==> src/rtl/bsfr_pkg.sv <==
package bsfr_pkg;

  localparam int STORE_DEPTH_DEFAULT = 64;

  // fletcher seeds and modulus
  localparam logic [7:0] SEED_ONE = 8'h12;
  localparam logic [7:0] SEED_TWO = 8'h34;
  localparam logic [8:0] MODULUS  = 9'd255;

  // register map
  localparam int          CFG_ADDR_W = 4;
  localparam logic [1:0]  REG_MARK   = 2'd0;
  localparam logic [1:0]  REG_ESCAPE = 2'd1;
  localparam logic [1:0]  REG_UNMASK = 2'd2;

  localparam logic [7:0] MARK_RESET   = 8'd126;
  localparam logic [7:0] ESCAPE_RESET = 8'd125;
  localparam logic [7:0] UNMASK_RESET = 8'd32;

  typedef enum logic [1:0] {
    STATUS_GOOD     = 2'd0,
    STATUS_SHORT    = 2'd1,
    STATUS_CHECKSUM = 2'd2
  } frame_status_t;

  typedef enum logic [1:0] {
    ST_IDLE,
    ST_FETCH,
    ST_EMIT
  } state_t;

  // controller to datapath
  typedef struct packed {
    logic          take;
    logic          load_err;
    frame_status_t err_code;
    logic          start_drain;
    logic          rd_en;
    logic          emit_byte;
  } ctrl_cmd_t;

  // datapath to controller
  typedef struct packed {
    logic is_mark;
    logic frame_short;
    logic sum_ok;
    logic drain_last;
    logic out_free;
  } dp_status_t;

  // x + y modulo 255, with x below 255
  function automatic logic [7:0] mod255_add(input logic [7:0] x, input logic [7:0] y);
    logic [8:0] s;
    s = {1'b0, x} + {1'b0, y};
    if (s >= MODULUS) begin
      s = s - MODULUS;
    end
    return s[7:0];
  endfunction

endpackage

==> src/rtl/byte_stuffed_frame_receiver_top.sv <==
// byte-stuffed frame receiver with a fletcher-style checksum
//
// line channel (line_valid / line_stall / line_byte): one raw link byte per
// transaction. an escape byte arms an xor mask for the next byte, a mark byte
// closes the frame, every other byte is unmasked and kept until the store is
// full. the last kept byte is the frame's checksum.
// result channel (result_valid / result_stall / payload_byte, is_last,
// frame_status): a good frame drains its payload bytes, is_last on the final
// one; a short frame or a checksum mismatch gives a single error transaction.
// data and escape bytes are taken back to back while the result register is
// free. the checksum is kept running as bytes arrive, so the verdict is ready
// at the mark and an error result appears in the cycle after the mark
// transaction. a good frame drains each payload byte through a store read,
// then the result register; line input is held off while draining.
// the block takes a new line byte while a finished result still sits in the
// result register, provided that result is being taken in the same cycle.
// reset: registers return to mark 126, escape 125, unmask 32, the byte count
// and escape mask clear; the payload store is not cleared.
// a stalled result holds in its register, and input stalls behind it.
module byte_stuffed_frame_receiver_top
  import bsfr_pkg::*;
#(
  parameter int STORE_DEPTH = STORE_DEPTH_DEFAULT
) (
  input  logic                  clk,
  input  logic                  rst,
  // line channel
  input  logic                  line_valid,
  output logic                  line_stall,
  input  logic [7:0]            line_byte,
  // result channel
  output logic                  result_valid,
  input  logic                  result_stall,
  output logic [7:0]            payload_byte,
  output logic                  is_last,
  output logic [1:0]            frame_status,
  // configuration port
  input  logic                  psel,
  input  logic                  penable,
  input  logic                  pwrite,
  input  logic [CFG_ADDR_W-1:0] paddr,
  input  logic [31:0]           pwdata,
  output logic [31:0]           prdata,
  output logic                  pready
);

  logic [7:0] mark_code;
  logic [7:0] escape_code;
  logic [7:0] unmask_value;
  logic       cfg_write;

  ctrl_cmd_t  cmd;
  dp_status_t status;

  // no wait states on the configuration port
  assign pready    = 1'b1;
  assign cfg_write = psel && penable && pwrite && pready;

  // register bank, word index taken from paddr[3:2]; the unused slot is ignored
  always_ff @(posedge clk) begin
    if (rst) begin
      mark_code    <= MARK_RESET;
      escape_code  <= ESCAPE_RESET;
      unmask_value <= UNMASK_RESET;
    end else if (cfg_write) begin
      unique case (paddr[3:2])
        REG_MARK:   mark_code    <= pwdata[7:0];
        REG_ESCAPE: escape_code  <= pwdata[7:0];
        REG_UNMASK: unmask_value <= pwdata[7:0];
        default:    ;
      endcase
    end
  end

  // read-back mux
  always_comb begin
    prdata = '0;
    unique case (paddr[3:2])
      REG_MARK:   prdata = {24'd0, mark_code};
      REG_ESCAPE: prdata = {24'd0, escape_code};
      REG_UNMASK: prdata = {24'd0, unmask_value};
      default:    prdata = '0;
    endcase
  end

  // sequencing of frame close and drain
  bsfr_ctrl u_ctrl (
    .clk        (clk),
    .rst        (rst),
    .line_valid (line_valid),
    .status     (status),
    .line_stall (line_stall),
    .cmd        (cmd)
  );

  // byte decode, store, running checksum and result register
  bsfr_dpath #(
    .STORE_DEPTH (STORE_DEPTH)
  ) u_dpath (
    .clk          (clk),
    .rst          (rst),
    .cmd          (cmd),
    .line_byte    (line_byte),
    .mark_code    (mark_code),
    .escape_code  (escape_code),
    .unmask_value (unmask_value),
    .result_stall (result_stall),
    .status       (status),
    .result_valid (result_valid),
    .payload_byte (payload_byte),
    .is_last      (is_last),
    .frame_status (frame_status)
  );

endmodule

==> src/rtl/bsfr_ctrl.sv <==
module bsfr_ctrl
  import bsfr_pkg::*;
(
  input  logic       clk,
  input  logic       rst,
  input  logic       line_valid,
  input  dp_status_t status,
  output logic       line_stall,
  output ctrl_cmd_t  cmd
);

  state_t state;
  state_t state_next;

  always_ff @(posedge clk) begin
    if (rst) begin
      state <= ST_IDLE;
    end else begin
      state <= state_next;
    end
  end

  always_comb begin
    state_next = state;
    unique case (state)
      ST_IDLE: begin
        if (line_valid && status.out_free && status.is_mark &&
            !status.frame_short && status.sum_ok) begin
          state_next = ST_FETCH;
        end
      end
      ST_FETCH: begin
        state_next = ST_EMIT;
      end
      ST_EMIT: begin
        if (status.out_free) begin
          state_next = status.drain_last ? ST_IDLE : ST_FETCH;
        end
      end
      default: begin
        state_next = ST_IDLE;
      end
    endcase
  end

  always_comb begin
    cmd        = '0;
    cmd.err_code = STATUS_GOOD;
    line_stall = 1'b1;
    unique case (state)
      ST_IDLE: begin
        line_stall = !status.out_free;
        cmd.take   = line_valid && status.out_free;
        if (cmd.take && status.is_mark) begin
          priority if (status.frame_short) begin
            cmd.load_err = 1'b1;
            cmd.err_code = STATUS_SHORT;
          end else if (!status.sum_ok) begin
            cmd.load_err = 1'b1;
            cmd.err_code = STATUS_CHECKSUM;
          end else begin
            cmd.start_drain = 1'b1;
          end
        end
      end
      ST_FETCH: begin
        cmd.rd_en = 1'b1;
      end
      ST_EMIT: begin
        cmd.emit_byte = status.out_free;
      end
      default: begin
        line_stall = 1'b1;
      end
    endcase
  end

  a_take_idle: assert property (@(posedge clk) disable iff (rst)
    cmd.take |-> state == ST_IDLE)
    else $error("input taken outside idle");

  a_fetch_then_emit: assert property (@(posedge clk) disable iff (rst)
    state == ST_FETCH |=> state == ST_EMIT)
    else $error("fetch not followed by emit");

  a_one_load: assert property (@(posedge clk) disable iff (rst)
    !(cmd.load_err && cmd.emit_byte))
    else $error("error and byte loaded together");

endmodule

==> src/rtl/bsfr_dpath.sv <==
module bsfr_dpath
  import bsfr_pkg::*;
#(
  parameter int STORE_DEPTH = STORE_DEPTH_DEFAULT
) (
  input  logic       clk,
  input  logic       rst,
  input  ctrl_cmd_t  cmd,
  input  logic [7:0] line_byte,
  input  logic [7:0] mark_code,
  input  logic [7:0] escape_code,
  input  logic [7:0] unmask_value,
  input  logic       result_stall,
  output dp_status_t status,
  output logic       result_valid,
  output logic [7:0] payload_byte,
  output logic       is_last,
  output logic [1:0] frame_status
);

  localparam int ADDR_W = $clog2(STORE_DEPTH);
  localparam int CNT_W  = $clog2(STORE_DEPTH + 1);

  logic [7:0]        store_mem [STORE_DEPTH];
  logic [7:0]        rd_data;
  logic [CNT_W-1:0]  stored_count;
  logic [7:0]        escape_pending;
  logic [7:0]        sum_a;
  logic [7:0]        sum_b;
  logic [7:0]        prev_a;
  logic [7:0]        prev_b;
  logic [7:0]        last_byte;
  logic [ADDR_W-1:0] rd_ptr;
  logic [ADDR_W-1:0] drain_end;

  logic       is_escape;
  logic       store_full;
  logic       do_store;
  logic [7:0] data_byte;
  logic [7:0] sum_a_next;
  logic [7:0] sum_b_next;

  assign status.is_mark     = (line_byte == mark_code);
  assign is_escape          = (line_byte == escape_code);
  assign store_full         = (stored_count == CNT_W'(STORE_DEPTH));
  assign status.frame_short = (stored_count < CNT_W'(2));
  // prev sums cover all stored bytes but the last one
  assign status.sum_ok      = ((prev_a ^ prev_b) == last_byte);
  assign status.drain_last  = (rd_ptr == drain_end);
  assign status.out_free    = !result_valid || !result_stall;

  assign do_store   = cmd.take && !status.is_mark && !is_escape && !store_full;
  assign data_byte  = line_byte ^ escape_pending;
  assign sum_a_next = mod255_add(sum_a, data_byte);
  assign sum_b_next = mod255_add(sum_b, sum_a_next);

  always_ff @(posedge clk) begin
    if (rst) begin
      stored_count   <= '0;
      escape_pending <= '0;
      sum_a          <= SEED_ONE;
      sum_b          <= SEED_TWO;
    end else if (cmd.take) begin
      if (status.is_mark) begin
        stored_count   <= '0;
        escape_pending <= '0;
        sum_a          <= SEED_ONE;
        sum_b          <= SEED_TWO;
      end else if (is_escape) begin
        escape_pending <= unmask_value;
      end else if (!store_full) begin
        stored_count   <= stored_count + CNT_W'(1);
        escape_pending <= '0;
        sum_a          <= sum_a_next;
        sum_b          <= sum_b_next;
      end
    end
  end

  always_ff @(posedge clk) begin
    if (do_store) begin
      prev_a    <= sum_a;
      prev_b    <= sum_b;
      last_byte <= data_byte;
    end
  end

  // payload store
  always_ff @(posedge clk) begin
    if (do_store) begin
      store_mem[stored_count[ADDR_W-1:0]] <= data_byte;
    end
    if (cmd.rd_en) begin
      rd_data <= store_mem[rd_ptr];
    end
  end

  always_ff @(posedge clk) begin
    if (cmd.start_drain) begin
      rd_ptr    <= '0;
      drain_end <= ADDR_W'(stored_count - CNT_W'(2));
    end else if (cmd.emit_byte) begin
      rd_ptr <= rd_ptr + ADDR_W'(1);
    end
  end

  // result register
  always_ff @(posedge clk) begin
    if (rst) begin
      result_valid <= 1'b0;
    end else if (cmd.load_err || cmd.emit_byte) begin
      result_valid <= 1'b1;
    end else if (!result_stall) begin
      result_valid <= 1'b0;
    end
  end

  always_ff @(posedge clk) begin
    if (cmd.load_err) begin
      payload_byte <= '0;
      is_last      <= 1'b1;
      frame_status <= cmd.err_code;
    end else if (cmd.emit_byte) begin
      payload_byte <= rd_data;
      is_last      <= status.drain_last;
      frame_status <= STATUS_GOOD;
    end
  end

  a_count_bound: assert property (@(posedge clk) disable iff (rst)
    stored_count <= CNT_W'(STORE_DEPTH))
    else $error("stored count beyond store depth");

  a_err_form: assert property (@(posedge clk) disable iff (rst)
    result_valid && frame_status != STATUS_GOOD |-> is_last && payload_byte == 8'd0)
    else $error("malformed error result");

  a_emit_needs_room: assert property (@(posedge clk) disable iff (rst)
    cmd.load_err || cmd.emit_byte |-> status.out_free)
    else $error("result register overwritten");

endmodule

==> config.mk <==
export PLATFORM = sky130hd
export DESIGN_NAME = byte_stuffed_frame_receiver_top
export DESIGN_NICKNAME = d
export VERILOG_FILES = /design/src/rtl/bsfr_pkg.sv /design/src/rtl/byte_stuffed_frame_receiver_top.sv /design/src/rtl/bsfr_ctrl.sv /design/src/rtl/bsfr_dpath.sv
export SDC_FILE = /design/constraint.sdc
export NUM_CORES = 1
export LEC_CHECK = 0
export ABC_AREA = 1
export BUFFER_PORTS_ARGS = -buffer_cell sky130_fd_sc_hd__buf_2
export CORE_MARGIN = 3
export CORE_UTILIZATION = 60
export CTS_CLUSTER_DIAMETER = 30
export DETAILED_ROUTE_END_ITERATION = 7
export PLACE_DENSITY = 0.82
export SYNTH_ARGS = -nofsm -noshare
export SYNTH_HDL_FRONTEND = slang
export SYNTH_HIERARCHICAL = 1
export SYNTH_SLANG_ARGS = --single-unit
export TNS_END_PERCENT = 10
==> constraint.sdc <==
create_clock -name clk -period 13.5 [get_ports clk]
set_input_delay 2.025 -clock clk [delete_from_list [all_inputs] [get_ports clk]]
set_output_delay 2.025 -clock clk [all_outputs]
set_load 0.1 [all_outputs]
# After elaboration in Yosys (flattened, before gate mapping)
# Memories as Yosys holds them, arrays and structs flattened. A register that Yosys moved wholly into a read port is not among the register bits.
# Cells that the tools add are included.
classes:
  n_mux: 34
  add_sub_neg: 7
  reduce_logical: 27
  n_bitwise: 2
  eq_ne: 15
  magnitude_cmp: 3
ops:
  columns: ["op", "count"]
  rows:
  - ["$mux 8", 11]
  - ["$eq 8x8->1", 3]
  - ["$pmux 8 s3", 1]
  - ["$mux 7", 3]
  - ["$add 8x8->9", 2]
  - ["$ge 9x8->1 const B", 2]
  - ["$sub 8x8->8 const B", 2]
  - ["$xor 8x8->8", 2]
  - ["$mux 1", 10]
  - ["$reduce_and 2->1", 5]
  - ["$logic_and 1x1->1", 9]
  - ["$mux 2", 4]
  - ["$add 7x1->7 const B", 1]
  - ["$eq 7x7->1 const B", 1]
  - ["$logic_not 1->1", 7]
  - ["$lt 7x2->1 const B", 1]
  - ["$add 6x1->6 const B", 1]
  - ["$eq 6x6->1", 1]
  - ["$mux 3", 2]
  - ["$ne 2x1->1 const B", 3]
  - ["$pmux 2 s3", 1]
  - ["$sub 6x2->6 const B", 1]
  - ["$mux 5", 1]
  - ["$eq 2x1->1 const B", 2]
  - ["8 further kinds", 12]
totals:
  regBits: 105
  elab_cells: 106
  input_bits: 51
  ram_bits: 512
  memories: 1
mem_list:
  columns: ["memory", "words", "word_bits", "rd", "rd_clocked_by_memory_dff", "write_ports", "line", "rtl"]
  rows:
  - ["u_dpath.store_mem", 64, 8, 1, 1, 1, "bsfr_dpath.sv:24", "logic [7:0] store_mem [STORE_DEPTH];"]

# Logic depth before layout (Yosys ltp)
logic_depth:
  depth_word: 11
  ltp_mapped: 33

# Modules after synthesis
# Netlist, hierarchy kept.
modules_own_cells:
  columns: ["mod", "area_per_inst_um2", "seq_area_each_um2", "cells_each", "n_inst"]
  rows:
  - ["bsfr_dpath", 25181.7, 17516.8, 2128, 1]
  - ["byte_stuffed_frame_receiver_top", 1342.5, 480.5, 197, 1]
  - ["bsfr_ctrl", 202.7, 40.0, 30, 1]

# Worst setup path after synthesis
# Ideal clock, no wire load.
synth_timing:
  path_kind: "input to register"
  startpoint: "input line_byte[0]"
  endpoint: "register u_dpath.sum_b[4]"
  arrival_ps: 7735
  setup_slack_ps: 5646
  cell_stages: 29
  path_buffers: 1
  cell_sequence: "xor2_1 -> ha_1 -> inv_1 -> fa_1 -> inv_1 -> ha_1 -> inv_1 -> nor2_1 -> nand3_1 -> nor2_1 -> nand2_2 -> nand3_2 -> nand2_1 -> and2_1 -> ha_1 -> inv_1 -> fa_1 -> inv_1 -> ha_1 -> inv_1 -> nor2_1 -> nand3_1 -> nor2_2 -> nand3_1 -> nand3_2 -> buf_4 -> o21ai_0 -> o21ai_0 -> nand2_1"
synth_via:
  elab_chain_len: 10
synth_lines:
  columns: ["element", "line", "rtl"]
  rows:
  - ["start, declared", "byte_stuffed_frame_receiver_top.sv:30", "input logic [7:0] line_byte,"]
  - ["$xor 8x8->8", "bsfr_dpath.sv:53", "assign data_byte = line_byte ^ escape_pending;"]
  - ["$add 8x8->9", "bsfr_pkg.sv:54", "s = {1'b0, x} + {1'b0, y};"]
  - ["$sub 8x8->8 / $ge 9x8->1 (equally long branches)", "bsfr_pkg.sv:56, bsfr_pkg.sv:55", null]
  - ["$mux 8", "bsfr_pkg.sv:55", "if (s >= MODULUS) begin"]
  - ["$add 8x8->9", "bsfr_pkg.sv:54", null]
  - ["$sub 8x8->8 / $ge 9x8->1 (equally long branches)", "bsfr_pkg.sv:56, bsfr_pkg.sv:55", null]
  - ["$mux 8", "bsfr_pkg.sv:55", null]
  - ["$mux 8", "bsfr_dpath.sv:71", "end else if (!store_full) begin"]
  - ["$mux 8", "bsfr_dpath.sv:69", "end else if (is_escape) begin"]
  - ["$mux 8", "bsfr_dpath.sv:64", "if (status.is_mark) begin"]
  - ["end signal, assigned", "bsfr_dpath.sv:75", "sum_b <= sum_b_next;"]
  - ["end, declared", "bsfr_dpath.sv:29", "logic [7:0] sum_b;"]
# Parallel ways exist; a longest one is shown, timed or not. The select of a mux whose other input is x is not followed.
# A chain may end at the register's enable or synchronous reset.

# Worst setup path after layout
layout_timing:
  startpoint: "input line_byte[0]"
  endpoint: "register u_dpath.sum_b[4]"
layout_via:
  elab_chain_len: 10
layout_lines:
  columns: ["element", "line", "rtl"]
  rows:
  - ["$xor 8x8->8 (*)", "bsfr_dpath.sv:53", null]
  - ["net u_dpath.data_byte[0]", "bsfr_dpath.sv:39", "logic [7:0] data_byte;"]
  - ["$add 8x8->9 (*)", "bsfr_pkg.sv:54", null]
  - ["$sub 8x8->8 / $ge 9x8->1 (equally long branches)", "bsfr_pkg.sv:56, bsfr_pkg.sv:55", null]
  - ["$mux 8 (*)", "bsfr_pkg.sv:55", null]
  - ["$add 8x8->9 (*)", "bsfr_pkg.sv:54", null]
  - ["$sub 8x8->8 / $ge 9x8->1 (equally long branches)", "bsfr_pkg.sv:56, bsfr_pkg.sv:55", null]
  - ["$mux 8 (*)", "bsfr_pkg.sv:55", null]
  - ["$mux 8 (*)", "bsfr_dpath.sv:71", null]
  - ["$mux 8 (*)", "bsfr_dpath.sv:69", null]
  - ["$mux 8 (*)", "bsfr_dpath.sv:64", null]
# Mark *: on every way through the listed nets, which the timed path passes. The rest lies on a longest branch. The select of a mux whose other input is x is not followed.

==> impl_metrics.csv <==
group,metric,value,unit
worst_setup_path,end_kind,"register",
layout,area_growth,17.1,%
place,hpwl,37300,um
power_and_ir_drop,switchingPower,0.00192,W
synth,synth_ff_type,"edfxtp_1",
synth,ys_seq_elements,625,
floorplan,start_util,0.614,
floorplan,die_w,217,um
power_and_ir_drop,vdd_ir_drop_max,0.000232,V
clock_tree,cts_tree,"built",
synth,yosys.cell_types.count,49,
layout,layout-drive-gt1-share,0.130,
power_and_ir_drop,leakagePower,11.1,nW
layout,num_antenna_cells,0,
global_route,grtUsageTotal,0.289,
timing,fin_setup_tns,0,ns
synth,synth_cells,2355,
global_route,grt_pass1_wl,106000,um
detailed_routing,drtAntennaViolNets,0,
power_and_ir_drop,internal_power,0.00451,W
worst_hold_path,hold_path.class,"reg2reg",
clock_tree,cts_buffer_depth,3,
synth,synth_area,0.0267,mm2
place,place_area,0.0273,mm2
synth,synth_most_common_cell,"edfxtp_1",
synth,yosys.area.top_type,"edfxtp_1",
worst_setup_path,crit_top_cell,"inv_1",
run,drv_cap,0,
global_route,grt_overflow,0,
place,dp_worst_setup_slack,6.20,ns
clock_tree,numCtsBuffers,112,
global_route,antenna_found_initial,0,
timing,finClkSkew,0.0363,ns
clock_tree,cts_resized,0,
timing,relSlewSlack,0.168,
synth,yosys-top-cells-count,"edfxtp_1, nor2_1, nand2_1, o21ai_0, nand3_1",
timing,worst_slew_pin_slew,1.24,ns
power_and_ir_drop,seqPwrFrac,0.350,
worst_setup_path,cpMaxStageDelayCell,"buf_4",
worst_setup_path,critPathRequiredTime,14.02,ns
global_route,grt_max_degree,102,
detailed_routing,wl,68200,um
worst_setup_path,slowest_delay,0.58,ns
timing,whs,0.471,ns
place,gp_congestion,0.894,
floorplan,dieArea,0.0471,mm2
floorplan,ios,97,
detailed_routing,routedWlPerCell,22.1,um
timing,hold_viol_final,0,
timing,finalMaxSlewViolations,0,
power_and_ir_drop,switching_share,0.299,
run_status,status,"finished, final reports clean",
floorplan,core_area,0.0436,mm2
worst_setup_path,path_max_fanout,66,
timing,min_period,6.81,ns
clock_tree,cts.sinks,625,
detailed_routing,via_count,19200,
timing,rsz0062_at_grt,"no",
synth,async_flop_share,0,
global_route,grt_pass1_vias,19500,
timing,max_freq,0.147,GHz
worst_setup_path,critPathKind,"in2reg",
synth,synth.avg_cell_area,11.3,um2
synth,seq_area_frac_synth,0.675,
floorplan,row_count,76,
clock_tree,cts-root-buf,"clkbuf_16",
layout,fin_util,0.719,
timing,fin_ws,6.69,ns
layout,fin_nets,2484,
detailed_routing,first_pass_iters,6,
synth,synth-edff-count,552,
floorplan,die_h,217,um
worst_setup_path,cp-start-kind,"input pin",
detailed_routing,drtIter0Drc,2732,
synth,yosysTopAreaCellShare,0.620,
place,port_buffers,45,
clock_tree,hold_buffers,0,
synth,yosys-top-cells-area,"edfxtp_1, nor2_1, dfxtp_1",
detailed_routing,via_per_inst,6.23,
timing,setup_viol,0,
detailed_routing,drc,0,
clock_tree,cts.htree.levels,3,
layout,fin_area,0.0313,mm2
worst_setup_path,rrSetupSlack,7.82,ns
clock_tree,cts.clk_slew.worst_paths,0.05,ns
timing,period_share,0.505,
clock_tree,clk_latency,0.65,ns
power_and_ir_drop,power.density,206,mW/mm2
worst_setup_path,worstPathArrival,7.33,ns
synth,yosys_warnings,6,
clock_tree,cts_setup_buffers,0,
power_and_ir_drop,p_clk_frac,0.455,
power_and_ir_drop,p_comb_frac,0.194,
==> state kept, by name (all words and copies together) (netlist names) <==
register                cells
u_dpath/payload_byte        8
u_dpath/rd_data             8
mark_code                   8
u_dpath/last_byte           8
u_dpath/stored_count        7
u_dpath/sum_b               8
u_dpath/frame_status        2
escape_code                 8
u_dpath/result_valid        1
u_dpath/is_last             1
u_dpath/store_mem         512
u_dpath/sum_a               8
u_ctrl/state                2
u_dpath/rd_ptr              6
unmask_value                8
u_dpath/prev_b              8
u_dpath/prev_a              8
u_dpath/escape_pending      8
u_dpath/drain_end           6
==> worst max-delay path: cells and delay by family <==
family / cells / cell delay [ns]
XOR/XNOR: 1 / 0.14
buffers and inverters: 8 / 1.17
adder cells (fa/ha/maj): 6 / 1.82
AO/OA/AOI/OAI: 2 / 0.31
AND/OR/NAND/NOR: 13 / 1.85
==> cell type report <==
cell class,instances,area (um2)
Clock buffer,123,2900
Clock inverter,88,1090
Fill cell,2735,12300
Inverter,110,418
Multi-Input combinational cell,1491,7740
Sequential cell,625,18000
Tap cell,585,732
Timing Repair Buffer,65,375
==> worst paths after layout <==
check                                                             from                             to  depth (start not counted)
worst max register to register  u_dpath/escape_pending[0]$_SDFFE_PP0P_  u_dpath/sum_b[4]$_SDFFE_PP1P_                         29
worst min-delay path                     u_dpath/sum_a[7]$_SDFFE_PP0P_    u_dpath/prev_a[7]$_DFFE_PP_                          0
worst max-delay path                                      line_byte[0]  u_dpath/sum_b[4]$_SDFFE_PP1P_                         30
worst min register to register           u_dpath/sum_a[7]$_SDFFE_PP0P_    u_dpath/prev_a[7]$_DFFE_PP_                          0
==> placed cells by master (no fill, tap or decap), types with 7 or more instances in the layout <==
cell type / count
a21oi_1: 34
a22o_1: 8
buf_2: 45
buf_4: 20
bufinv_16: 21
clkbuf_1: 8
clkbuf_16: 114
clkinv_1: 14
clkinv_2: 18
clkinv_4: 9
clkinvlp_4: 16
conb_1: 25
dfxtp_1: 70
edfxtp_1: 552
ha_1: 26
inv_1: 94
inv_2: 11
inv_6: 13
nand2_1: 314
nand3_1: 113
nand4_1: 44
nor2_1: 397
nor2_2: 8
nor3_1: 12
o211ai_1: 15
o21ai_0: 255
o21ai_1: 9
o221ai_1: 50
o22ai_1: 78
or2_2: 8
xnor2_1: 17
xor2_1: 20
xor2_4: 7
==> metrics by stage <==
step                      total power (W)  std cells
after global placement            0.00344       2876
after floorplan                   0.00321       2378
after CTS                         0.00643       3087
final                             0.00644       3087
after global routing              0.00670       3087
after detailed placement          0.00349       2876
==> routing by layer <==
layer,up-vias,share of wire,global-route usage
li1,8511,-,-
met1,9153,0.36,0.363
met2,1295,0.49,0.478
met3,271,0.11,0.0683
met4,0,0.046,0.140
met5,-,0,0
==> power by group through the flow <==
stage / sequential [W] / combinational [W] / clock, W
detailed placement: 0.00229 / 0.00120 / 0
global route: 0.00226 / 0.00139 / 0.00305
finish: 0.00225 / 0.00125 / 0.00293
CTS: 0.00225 / 0.00123 / 0.00295
floorplan: 0.00228 / 0.000934 / 0
global placement: 0.00229 / 0.00115 / 0
==> cell families after synthesis <==
group	count (synthesis)	share of synthesized area
simple gates	939	0.154
xor+xnor	44	0.0144
compound gates	455	0.0990
flops	625	0.675
buf+inv	262	0.0442
other cells	2	0.000281
fa+ha+maj	28	0.0137
Note: power is estimated with default switching activity, not from simulation.
